File: src/sv/annular_focus_delay_top_defines.svh
// ----------------------------------------------------------------------------
// Assertion macros for the annular focus delay block
// Concurrent checks written in one house form, sampled on the rising edge
// and switched off while reset is held.
// ----------------------------------------------------------------------------
`ifndef ANNULAR_FOCUS_DELAY_TOP_DEFINES_SVH
`define ANNULAR_FOCUS_DELAY_TOP_DEFINES_SVH

// Same-cycle implication.
`define AFD_ASSERT_IMPLY(lbl, clk, rst_n, ante, cons, msg) \
  lbl: assert property (@(posedge clk) disable iff (!rst_n) (ante) |-> (cons)) \
    else $error(msg);

// Next-cycle implication.
`define AFD_ASSERT_NEXT(lbl, clk, rst_n, ante, cons, msg) \
  lbl: assert property (@(posedge clk) disable iff (!rst_n) (ante) |=> (cons)) \
    else $error(msg);

`endif

File: src/sv/afd_pkg.sv
// ----------------------------------------------------------------------------
// afd_pkg
// Widths, reset values, beat types and the square-root state shared by the
// annular focus delay block.
// ----------------------------------------------------------------------------
package afd_pkg;

  localparam int INDEX_BITS = 16;

  // Field widths.
  localparam int SAMPLE_W = 16;
  localparam int RADIUS_W = 24;
  localparam int SPM_W    = 26;
  localparam int UPS_W    = 5;
  localparam int OUT_W    = INDEX_BITS + 1;
  localparam int CFG_W    = SPM_W;
  localparam int CFG_ADDR_W = 1;

  // Register indexes on the configuration port.
  localparam logic [CFG_ADDR_W-1:0] CFG_SAMPLES_PER_MM = 1'b0;
  localparam logic [CFG_ADDR_W-1:0] CFG_UPSAMPLE       = 1'b1;

  localparam logic [SPM_W-1:0] SPM_RESET = SPM_W'(3407872);
  localparam logic [UPS_W-1:0] UPS_RESET = UPS_W'(1);
  localparam logic [OUT_W-1:0] OUT_MAX   = '1;

  // Depth index bits actually used.
  localparam int S_W    = (INDEX_BITS < SAMPLE_W) ? INDEX_BITS : SAMPLE_W;
  localparam int SSQ_W  = 2 * S_W;

  // Radius scaling: product is Q.32.
  localparam int FRAC_W  = 32;
  localparam int PROD_W  = RADIUS_W + SPM_W;
  localparam int RFULL_W = PROD_W + UPS_W;
  localparam int R8_FRAC = 8;
  localparam int R8_SHIFT = FRAC_W - R8_FRAC;
  localparam int RKEEP_W = FRAC_W + OUT_W;
  localparam int R8_W    = RKEEP_W - R8_SHIFT + 1;
  localparam logic [RKEEP_W:0] R8_RND = (RKEEP_W + 1)'(1) << (R8_SHIFT - 1);

  // Squared distance in Q.16.
  localparam int SSH_W = SSQ_W + 2 * R8_FRAC;
  localparam int RSQ_W = 2 * R8_W;
  localparam int X_W   = ((RSQ_W > SSH_W) ? RSQ_W : SSH_W) + 1;

  // Square root: four result bits per pipeline stage.
  localparam int Q_MIN     = (X_W + 3) / 2;
  localparam int SQ_PER    = 4;
  localparam int SQ_STAGES = (Q_MIN + SQ_PER - 1) / SQ_PER;
  localparam int Q_W       = SQ_STAGES * SQ_PER;
  localparam int V_W       = 2 * Q_W;
  localparam int REM_W     = Q_W + 2;

  // Final rounding of the doubled root.
  localparam int N_SHIFT = R8_FRAC + 1;
  localparam int N_W     = Q_W + 1 - N_SHIFT;
  localparam logic [Q_W:0] N_RND = (Q_W + 1)'(1) << R8_FRAC;

  typedef struct packed {
    logic [SAMPLE_W-1:0] sample_index;
    logic [RADIUS_W-1:0] ring_radius_mm_q;
  } in_beat_t;

  typedef struct packed {
    logic [OUT_W-1:0] focus_sample;
    logic             clipped;
  } out_beat_t;

  typedef struct packed {
    logic [REM_W-1:0] rem;
    logic [Q_W-1:0]   root;
    logic [V_W-1:0]   opnd;
  } sqrt_state_t;

endpackage

File: src/sv/afd_sqrt_step.sv
// ----------------------------------------------------------------------------
// afd_sqrt_step
// One stage of the restoring square root: develops four root bits from the
// next eight operand bits.
// ----------------------------------------------------------------------------
module afd_sqrt_step (
  input  afd_pkg::sqrt_state_t st_i,
  output afd_pkg::sqrt_state_t st_o
);
  import afd_pkg::*;

  always_comb begin
    sqrt_state_t      st;
    logic [REM_W-1:0] rem2;
    logic [REM_W-1:0] trial;
    st = st_i;
    for (int i = 0; i < SQ_PER; i++) begin
      rem2  = {st.rem[REM_W-3:0], st.opnd[V_W-1:V_W-2]};
      trial = {st.root, 2'b01};
      if (rem2 >= trial) begin
        st.rem  = rem2 - trial;
        st.root = {st.root[Q_W-2:0], 1'b1};
      end else begin
        st.rem  = rem2;
        st.root = {st.root[Q_W-2:0], 1'b0};
      end
      st.opnd = {st.opnd[V_W-3:0], 2'b00};
    end
    st_o = st;
  end

endmodule

File: config.mk
export PLATFORM = sky130hd
export DESIGN_NAME = afd_sqrt_step
export DESIGN_NICKNAME = d
export VERILOG_FILES = /design/src/sv/annular_focus_delay_top_defines.svh /design/src/sv/afd_pkg.sv /design/src/sv/afd_sqrt_step.sv
export SDC_FILE = /design/constraint.sdc
export NUM_CORES = 1
export LEC_CHECK = 0
export BUFFER_PORTS_ARGS = -buffer_cell sky130_fd_sc_hd__buf_2
export CAP_MARGIN = 40
export CORE_ASPECT_RATIO = 0.5
export CORE_UTILIZATION = 51
export DETAILED_ROUTE_END_ITERATION = 12
export PLACE_DENSITY_LB_ADDON = 0.08
export SYNTH_ARGS = -nofsm -noshare
export SYNTH_HDL_FRONTEND = slang
export SYNTH_SLANG_ARGS = --single-unit
export TNS_END_PERCENT = 10
File: constraint.sdc
create_clock -name vclk -period 13.45
set_clock_uncertainty 0.2 [all_clocks]
set_input_delay 1.345 -clock vclk [all_inputs]
set_output_delay 1.345 -clock vclk [all_outputs]
set_load 0.05 [all_outputs]
Yosys cells after proc, flatten, opt, wreduce, memory -nomap -nowiden
Cells that the tools add are included.
{ "word_totals": {"register_bits": 0, "out_inout_bits": 114, "elab_cells": 12} }
{ "op_classes": {"addsub": 4, "n_lt_le_gt_ge": 4, "mux": 4} }
{ "op_table": {"columns": ["cell", "count"], "rows": [
  ["$mux W56", 3],
  ["$ge A30 B30 Y1", 4],
  ["$sub A28 B28 Y28", 3],
  ["$mux W58", 1],
  ["$sub A30 B30 Y30", 1]
]} }

Logic depth before layout (Yosys ltp)
Gate-level depths: netlist of the first run.
{ "depth": {"ltp_word": 8, "depth_mapped": 54, "mapped_depth_nobuf": 49} }

Least setup slack after synthesis of the first run
No wires, ideal clock.
{ "synth_timing": {"path_type": "input to output", "start": "input port st_i[77] (netlist name)", "end": "output port st_o[86] (netlist name)", "arrival_time_ns": 13.042, "required_ns": 11.905, "setup_slack_ns": -1.137, "stages": 46, "path_cell_list": "inv_1 > ha_1 > clkbuf_2 > nand4_1 > nor4_1 > nand2_1 > a31oi_2 > or2_2 > clkbuf_1 > buf_1 > a21oi_1 > ha_1 > nand4_4 > nor4_4 > nand3_1 > or2_0 > mux2_4 > nand2_1 > [10 not listed] > a221oi_2 > nand2_1 > buf_1 > buf_1 > a21oi_1 > ha_1 > a21oi_1 > o21ai_0 > nand3_1 > nand2_1 > a21o_1 > a21oi_1 > o21ai_0 > a21o_1 > o21ai_2 > and3_1 > nor4b_1 > a311oi_1"} }
{ "synth_lines": {"columns": ["element", "line_no", "text"], "rows": [
  ["from (decl)", "afd_sqrt_step.sv:7", "input afd_pkg::sqrt_state_t st_i,"],
  ["to (decl)", "afd_sqrt_step.sv:8", "output afd_pkg::sqrt_state_t st_o"]
]} }

==> impl_metrics.csv, run 1 <==
group,metric,value,unit
detailed_routing,via_per_inst,5.869,
floorplan,die_h,93.35,um
finish,syn2layout_area_growth,22.42,%
global_routing,grt_pass1_wl,44410,um
synth,syn_inst,1231,
synth,yosysMostFrequentCell,"a21oi_1",
global_routing,grt_overflow_total,0,
global_routing,grt_max_degree,35,
timing,setup_slack,0.4627,ns
critical_path,arrival,11.44,ns
timing,hold_viol_final,0,
finish,drive_gt1_share,31.27,%
critical_path,worst_path_most_repeated_cell,"buf_4",
global_routing,grt.total_usage,32.22,%
detailed_routing,drcViolationCount,0,
timing,final.min_clock_period,12.99,ns
finish,stdcell_area,10420,um^2
timing,max_slew.worst_pin.slew,0.8222,ns
place,portBuffers,122,
synth,synth_area_leader_cell,"ha_1",
critical_path,worst_setup_path_start_kind,"input port",
place,dpl_cell_area,10040,um^2
timing,period_share,96.56,%
synth,syn_area,8511,um^2
place,gp_congestion,0.9914,
synth,ys_types,83,
synth,ys_seq_area_share,0,%
finish,fill_cells,1488,
synth,yosysTopAreaCellShare,17.64,%
finish,register_area,0,um^2
global_routing,grt_pass1_vias,8734,
critical_path,cp_top_family,"compound AO/OA/AOI/OAI gates",
place,hpwl,24380,um
global_routing,grt_antenna_before_repair,0,
hold_path,hold_class,"input port to output port",
synth,ys_warn_count,0,
timing,fin_tns_setup,0,ns
timing,slew_violations,0,
floorplan,boundaryPins,228,
detailed_routing,drtIter0Drc,741,
critical_path,crit_required,11.90,ns
place,dp_cells,1635,
cts,ctsHoldBuffers,0,
critical_path,worstPathBufferInverterCount,10,
critical_path,cpPeakStageDelay,0.55,ns
flow_run,cap_violations,0,
critical_path,cpMaxStageDelayCell,"or4_4",
detailed_routing,drt_pre_antenna_iters,5,
critical_path,end_kind,"output port",
finish,n_clock_buffer,0,
timing,relSlewSlack,44.47,%
finish,final_nets,1656,
detailed_routing,routedWlPerCell,17.65,um
floorplan,die_area,17240,um^2
critical_path,critPathKind,"input port to output port",
synth,synth_area_leaders,"ha_1 18%, a21oi_1 7.8%, buf_4 7.1%",
detailed_routing,ant_nets,0,
critical_path,crit_fanout,7,
floorplan,fp.dieW,184.7,um
synth,synth.avg_cell_area,6.914,um^2
detailed_routing,vias,9637,
floorplan,core_area,15860,um^2
floorplan,rows,32,
detailed_routing,drt-total-wl,28980,um
synth,netlist_top_cells_count,"132 x a21oi_1, 120 x ha_1, 105 x nor2_1",
run_status,outcome,"completed",
timing,finalSetupViolCount,0,
finish,final_cells,1642,
timing,max_freq,77.00,MHz
finish,seq_cells,0,
place,dp_slack,-0.1433,ns
floorplan,initial_core_util,53.68,%
-- layout make-up --
cell class	instances	area, um^2	share of cell area (%)
multi-input combinational	1036	7722	74.12
inverter	72	276.5	2.654
timing repair buffer	312	2141	20.55
tap	221	276.5	2.654
antenna	1	2.502	0.02402
-- timing repair --
item	4_1_cts	5_1_grt
cloned	0	3
buffers inserted	1	2
pin swaps	1	16
resized for setup	6	73
endpoints found under the setup margin	31	31
-- cells by family after synthesis --
kind of cell	Yosys count	share of synthesized area [%]
AO/OA/AOI/OAI	393	30.30
XOR/XNOR	88	9.056
adder cells (fa/ha/maj)	120	17.64
buffers and inverters	202	12.83
multiplexers	58	8.645
other	1	0.04406
AND/OR/NAND/NOR	369	21.48
-- per-stage QoR --
stage | hold slack (ns) | utilization [%]
after global placement | 2.491 | 63.35
after floorplan | 2.657 | -
final | 2.490 | 65.71
after detailed placement | 2.491 | 63.35
after CTS | 2.491 | 63.51
after global routing | 2.490 | 65.70
-- per-layer routing --
| layer | vias to the layer above | share of wire (%) | track usage [%] |
|---|---|---|---|
| met5 | - | 0 | 0 |
| met4 | 0 | 1.2 | 4.545 |
| met3 | 43 | 8.7 | 5.296 |
| met2 | 366 | 42 | 52.33 |
| met1 | 4436 | 48 | 45.28 |
| li1 | 4792 | - | - |
-- final timing paths --
kind / startpoint / end / cells past startpoint
setup / recovery: st_i[74] / st_o[102] / 46
hold / removal: st_i[3] / st_o[11] / 0
-- cells in the final DEF (no fill, tap or decap), types with 31 or more instances in the layout --
cell	instances
buf_4	181
ha_1	111
xnor2_1	56
nand2_1	96
nand3_1	32
nor2_1	100
xor2_1	31
a21o_1	51
buf_2	119
inv_1	66
a21oi_1	126
o21ai_0	58
==> run 2, diff against run 1 <==
--- a/config.mk
+++ b/config.mk
@@ -10,7 +10,7 @@
 export CORE_ASPECT_RATIO = 0.5
 export CORE_UTILIZATION = 51
 export DETAILED_ROUTE_END_ITERATION = 12
-export PLACE_DENSITY_LB_ADDON = 0.08
+export PLACE_DENSITY = 0.81
 export SYNTH_ARGS = -nofsm -noshare
 export SYNTH_HDL_FRONTEND = slang
 export SYNTH_SLANG_ARGS = --single-unit
==> impl_metrics.csv, run 2 (synthesis gave the netlist of run 1 again) <==
group,metric,value,unit
critical_path,cpPeakStageDelay,0.61,ns
detailed_routing,drt_pre_antenna_iters,5,
floorplan,fp.dieW,184.7,um
detailed_routing,ant_nets,0,
detailed_routing,drtIter0Drc,761,
global_routing,grt_pass1_wl,44430,um
floorplan,rows,32,
detailed_routing,vias,9718,
place,hpwl,24340,um
critical_path,worst_setup_path_start_kind,"input port",
floorplan,die_h,93.35,um
timing,max_slew.worst_pin.slew,0.6702,ns
finish,register_area,0,um^2
finish,finalCoreUtilization,65.74,%
detailed_routing,via_per_inst,5.929,
finish,drive_gt1_share,31.40,%
place,portBuffers,122,
timing,hold_viol_final,0,
timing,hold_slack,2.490,ns
critical_path,crit_required,11.90,ns
critical_path,arrival,11.63,ns
finish,final_nets,1653,
critical_path,end_kind,"output port",
detailed_routing,drt-total-wl,29200,um
place,gp_congestion,1.063,
floorplan,boundaryPins,228,
timing,relSlewSlack,54.85,%
timing,final.min_clock_period,13.18,ns
finish,layout_common_cells,"181 x buf_4, 125 x a21oi_1, 117 x buf_2",
finish,layout_commonest_cell,"buf_4",
global_routing,grt.total_usage,32.19,%
critical_path,critPathKind,"input port to output port",
global_routing,grt_overflow_total,0,
timing,max_freq,75.88,MHz
flow_run,cap_violations,0,
detailed_routing,drcViolationCount,0,
finish,syn2layout_area_growth,22.48,%
floorplan,initial_core_util,53.68,%
global_routing,grt_antenna_before_repair,0,
finish,n_clock_buffer,0,
critical_path,cpMaxStageDelayCell,"or4_4",
timing,slew_violations,0,
timing,period_share,97.98,%
floorplan,die_area,17240,um^2
finish,seq_cells,0,
floorplan,core_area,15860,um^2
detailed_routing,routedWlPerCell,17.82,um
hold_path,hold_class,"input port to output port",
global_routing,grt_max_degree,31,
run_status,outcome,"completed",
timing,finalSetupViolCount,0,
global_routing,grt_pass1_vias,8857,
critical_path,crit_fanout,30,
run 2: cell types whose count changed in the layout (fill, tap and decap cells not counted), sizes merged:
cell	delta
clkbuf	+1
buf	-4
run 2: worst max-delay path, delay by kind of cell:
kind,cells,cell delay (ns)
AND/OR/NAND/NOR,13,3.10
buffers and inverters,11,1.78
AO/OA/AOI/OAI,16,2.92
multiplexers,3,0.99
adder cells (fa/ha/maj),4,1.44
run 2: layout make-up:
type | count | area, um^2
antenna | 1 | 2.502
fill | 1484 | 5431
inverter | 72 | 274.0
multi-input combinational | 1036 | 7764
tap | 221 | 276.5
timing repair buffer | 309 | 2107
run 2: final timing paths:
path | from | to | cells after the start
worst min-delay path | st_i[8] | st_o[16] | 0
worst max-delay path | st_i[63] | st_o[110] | 47
run 2: per-stage QoR:
| stage | TNS [ns] | area (um^2) | worst slack [ns] | std cells |
|---|---|---|---|---|
| floorplan | -0.5612 | 8569 | -0.1403 | 1238 |
| global placement | -2.189 | 9972 | -0.1844 | 1627 |
| detailed placement | -3.711 | 9972 | -0.2535 | 1627 |
| CTS | 0 | 9996 | 0.008929 | 1627 |
| global route | -2.284 | 10420 | -0.1019 | 1638 |
| finish | 0 | 10420 | 0.2715 | 1639 |
run 2: metal layers:
layer  track usage (%)  wire length, um
met5                 0                0
met4             5.647              353
met3             4.089             2563
met2             52.33            12620
met1             45.57            13670
run 2: timing repair:
item	CTS	global route
endpoints found under the setup margin	31	31
gates resized for setup	8	73
buffers inserted	0	8
pin swaps	0	16
hold buffers	0	0
gates cloned	0	3
==> run 3, diff against run 2 <==
--- a/config.mk
+++ b/config.mk
@@ -7,7 +7,7 @@
 export LEC_CHECK = 0
 export BUFFER_PORTS_ARGS = -buffer_cell sky130_fd_sc_hd__buf_2
 export CAP_MARGIN = 40
-export CORE_ASPECT_RATIO = 0.5
+export CORE_MARGIN = 4
 export CORE_UTILIZATION = 51
 export DETAILED_ROUTE_END_ITERATION = 12
 export PLACE_DENSITY = 0.81
==> constraint.sdc (replaced) <==
create_clock -name vclk -period 13.45
set_clock_uncertainty 0.2 [all_clocks]
set_input_delay 2.69 -clock vclk [all_inputs]
set_output_delay 2.69 -clock vclk [all_outputs]
set_load 0.05 [all_outputs]
==> impl_metrics.csv, run 3 <==
group,metric,value,unit
run_status,outcome,"did not finish",
run_status,stop_stage,"5_1_grt",
run_status,first-error,"[ERROR GRT-0232] Routing congestion too high. Check the congestion heatmap in the GUI.",
synth,yosys.area_share.simple,21.48,%
synth,syn_area,8511,um^2
floorplan,rows,46,
synth,synthAdderAreaFrac,17.64,%
timing,worstEndpointGrtRepair,"st_o[97]",
floorplan,initial_core_util,52.81,%
synth,synth_area_leaders,"ha_1 18%, a21oi_1 7.8%, buf_4 7.1%",
global_routing,grt_max_degree,20,
synth,yosysMostFrequentCell,"a21oi_1",
floorplan,fp.dieW,137.2,um
synth,ys_warn_count,0,
place,hpwl,28010,um
floorplan,die_h,137.2,um
floorplan,boundaryPins,228,
synth,ys_seq_area_share,0,%
synth,synth.avg_cell_area,6.914,um^2
synth,yosysTopAreaCellShare,17.64,%
place,gp_congestion,1.014,
synth,synth_compound_area_share,30.30,%
synth,synth_top_family_by_area,"compound AO/OA/AOI/OAI gates",
synth,netlist_top_cells_count,"132 x a21oi_1, 120 x ha_1, 105 x nor2_1",
synth,ys_types,83,
synth,synth_area_leader_cell,"ha_1",
global_routing,grt_overflow_total,120,
synth,synthMuxAreaShare,8.645,%
synth,syn_inst,1231,
synth,synth_xor_area_share,9.056,%
global_routing,grt.total_usage,73.43,%
place,portBuffers,122,
timing,endpoint_type,"top-level output",
run 3: cell counts after synthesis:
Identical to the previous run, type by type.
run 3: repair_timing:
item | in CTS
endpoints found under the hold margin | 0
gates cloned | 4
pin swaps | 47
endpoints found under the setup margin | 31
gates resized for setup | 174
hold buffers | 0
setup buffers | 40
run 3: routing by layer:
layer  global-route usage [%]  GRT overflow
met1                    69.68             2
met2                    91.58            83
met3                    58.55             1
met4                    78.77            34
met5                    21.94             0
run 3: cells by family after synthesis:
| kind of cell | count (synthesis) |
|---|---|
| AO/OA/AOI/OAI | 393 |
| XOR/XNOR | 88 |
| adder cells (fa/ha/maj) | 120 |
| buffers and inverters | 202 |
| multiplexers | 58 |
| other | 1 |
| AND/OR/NAND/NOR | 369 |
run 3: through the flow:
stage | setup slack (ns) | cells | TNS [ns] | area [um^2]
after floorplan | -0.9164 | 1238 | -25.37 | 9060
after global placement | -1.620 | 1912 | -49.23 | 12520
after detailed placement | -2.053 | 1912 | -62.60 | 12520
after CTS | -1.514 | 1955 | -45.26 | 13670
==> run 4, diff against run 3 <==
--- a/config.mk
+++ b/config.mk
@@ -8,9 +8,9 @@
 export BUFFER_PORTS_ARGS = -buffer_cell sky130_fd_sc_hd__buf_2
 export CAP_MARGIN = 40
 export CORE_MARGIN = 4
-export CORE_UTILIZATION = 51
+export CORE_UTILIZATION = 40
 export DETAILED_ROUTE_END_ITERATION = 12
-export PLACE_DENSITY = 0.81
+export PLACE_DENSITY_LB_ADDON = 0.15
 export SYNTH_ARGS = -nofsm -noshare
 export SYNTH_HDL_FRONTEND = slang
 export SYNTH_SLANG_ARGS = --single-unit
==> constraint.sdc (replaced) <==
create_clock -name vclk -period 17.48
set_clock_uncertainty 0.2 [all_clocks]
set_input_delay 3.496 -clock vclk [all_inputs]
set_output_delay 3.496 -clock vclk [all_outputs]
set_load 0.05 [all_outputs]
==> impl_metrics.csv, run 4 (synthesis gave the netlist of run 1 again) <==
group,metric,value,unit
timing,hold_viol_final,0,
timing,relSlewSlack,64.91,%
timing,slew_violations,0,
critical_path,worst_setup_path_start_kind,"input port",
detailed_routing,drcViolationCount,0,
floorplan,core_area,20960,um^2
global_routing,grt_overflow_total,0,
place,dpl_cell_area,10480,um^2
floorplan,die_area,23670,um^2
timing,finalSetupViolCount,0,
critical_path,critPathKind,"input port to output port",
finish,register_area,0,um^2
detailed_routing,drt-total-wl,28150,um
run_status,outcome,"completed",
floorplan,fp.dieW,153.9,um
finish,final_nets,1711,
finish,drive_gt1_share,33.63,%
finish,stdcell_area,10970,um^2
place,hpwl,24150,um
global_routing,grt_max_degree,26,
global_routing,grt_antenna_before_repair,0,
timing,max_freq,58.80,MHz
timing,period_share,97.30,%
finish,n_clock_buffer,0,
finish,layout_common_cells,"254 x buf_4, 123 x a21oi_1, 113 x ha_1",
critical_path,cpPeakStageDelay,0.47,ns
timing,hold_slack,6.792,ns
critical_path,crit_required,13.78,ns
finish,layout_commonest_cell,"buf_4",
floorplan,die_h,153.9,um
timing,fin_tns_setup,0,ns
place,gp_congestion,0.9109,
detailed_routing,routedWlPerCell,16.09,um
detailed_routing,ant_nets,0,
timing,max_slew.worst_pin.slew,0.5223,ns
global_routing,grt_pass1_vias,8723,
critical_path,cpMaxStageDelayCell,"or4_4",
critical_path,worst_path_most_repeated_cell,"buf_4",
hold_path,hold_class,"input port to output port",
floorplan,initial_core_util,40.61,%
flow_run,cap_violations,0,
critical_path,crit_fanout,13,
timing,final.min_clock_period,17.01,ns
place,portBuffers,122,
cts,ctsHoldBuffers,0,
floorplan,rows,53,
finish,syn2layout_area_growth,28.87,%
detailed_routing,drt_pre_antenna_iters,5,
finish,diodes,0,
detailed_routing,vias,9477,
global_routing,grt.total_usage,22.04,%
detailed_routing,drtIter0Drc,501,
floorplan,boundaryPins,228,
global_routing,grt_pass1_wl,44010,um
critical_path,arrival,13.31,ns
critical_path,end_kind,"output port",
detailed_routing,via_per_inst,5.415,
finish,seq_cells,0,
==> run 4: stage by stage <==
stage / util [%] / setup slack [ns] / cells
CTS: 50.08 / 0.01696 / 1735
global placement: 50.02 / -0.1983 / 1735
floorplan: - / 0.04868 / 1238
global route: 52.34 / -0.03923 / 1750
detailed placement: 50.02 / -0.1469 / 1735
finish: 52.34 / 0.4720 / 1750
==> run 4: layer usage <==
| metal | part of all wire [%] | track usage (%) | up-vias | wire length (um) |
|---|---|---|---|---|
| met1 | 47 | 30.81 | 4361 | 13340 |
| met3 | 3.3 | 0.5629 | 28 | 925 |
| met5 | 0 | 0 | - | 0 |
| met4 | 0.88 | 1.682 | 0 | 247 |
| li1 | - | - | 4886 | - |
| met2 | 48 | 39.52 | 202 | 13640 |
==> run 4: path summary, 6_finish.rpt <==
check | endpoint | startpoint | slack, ns | depth (start not counted)
setup / recovery | st_o[87] | st_i[56] | 0.47 | 50
hold / removal | st_o[16] | st_i[8] | 6.79 | 0
==> run 4: critical path: cells and delay by family <==
family | cells | cell delay, ns
AO/OA/AOI/OAI | 15 | 2.62
XOR/XNOR | 1 | 0.05
adder cells (fa/ha/maj) | 4 | 1.32
buffers and inverters | 10 | 1.40
multiplexers | 4 | 1.34
AND/OR/NAND/NOR | 16 | 3.04
==> run 4: area by class of cell <==
type | instances | area, um^2
Timing Repair Buffer | 367 | 2560
Fill cell | 2169 | 9987
Multi-Input combinational cell | 1036 | 7791
Tap cell | 275 | 344.1
Inverter | 72 | 272.8
==> run 4: repair_timing <==
item,in CTS,in global routing
gates resized for setup,4,106
setup buffers,0,13
gates cloned,0,2
setup endpoints to repair,28,31
pin swaps,0,19
Power of run 4 is not shown: default switching activity piles up to over one toggle a cycle in this logic, so the estimate is an artifact.
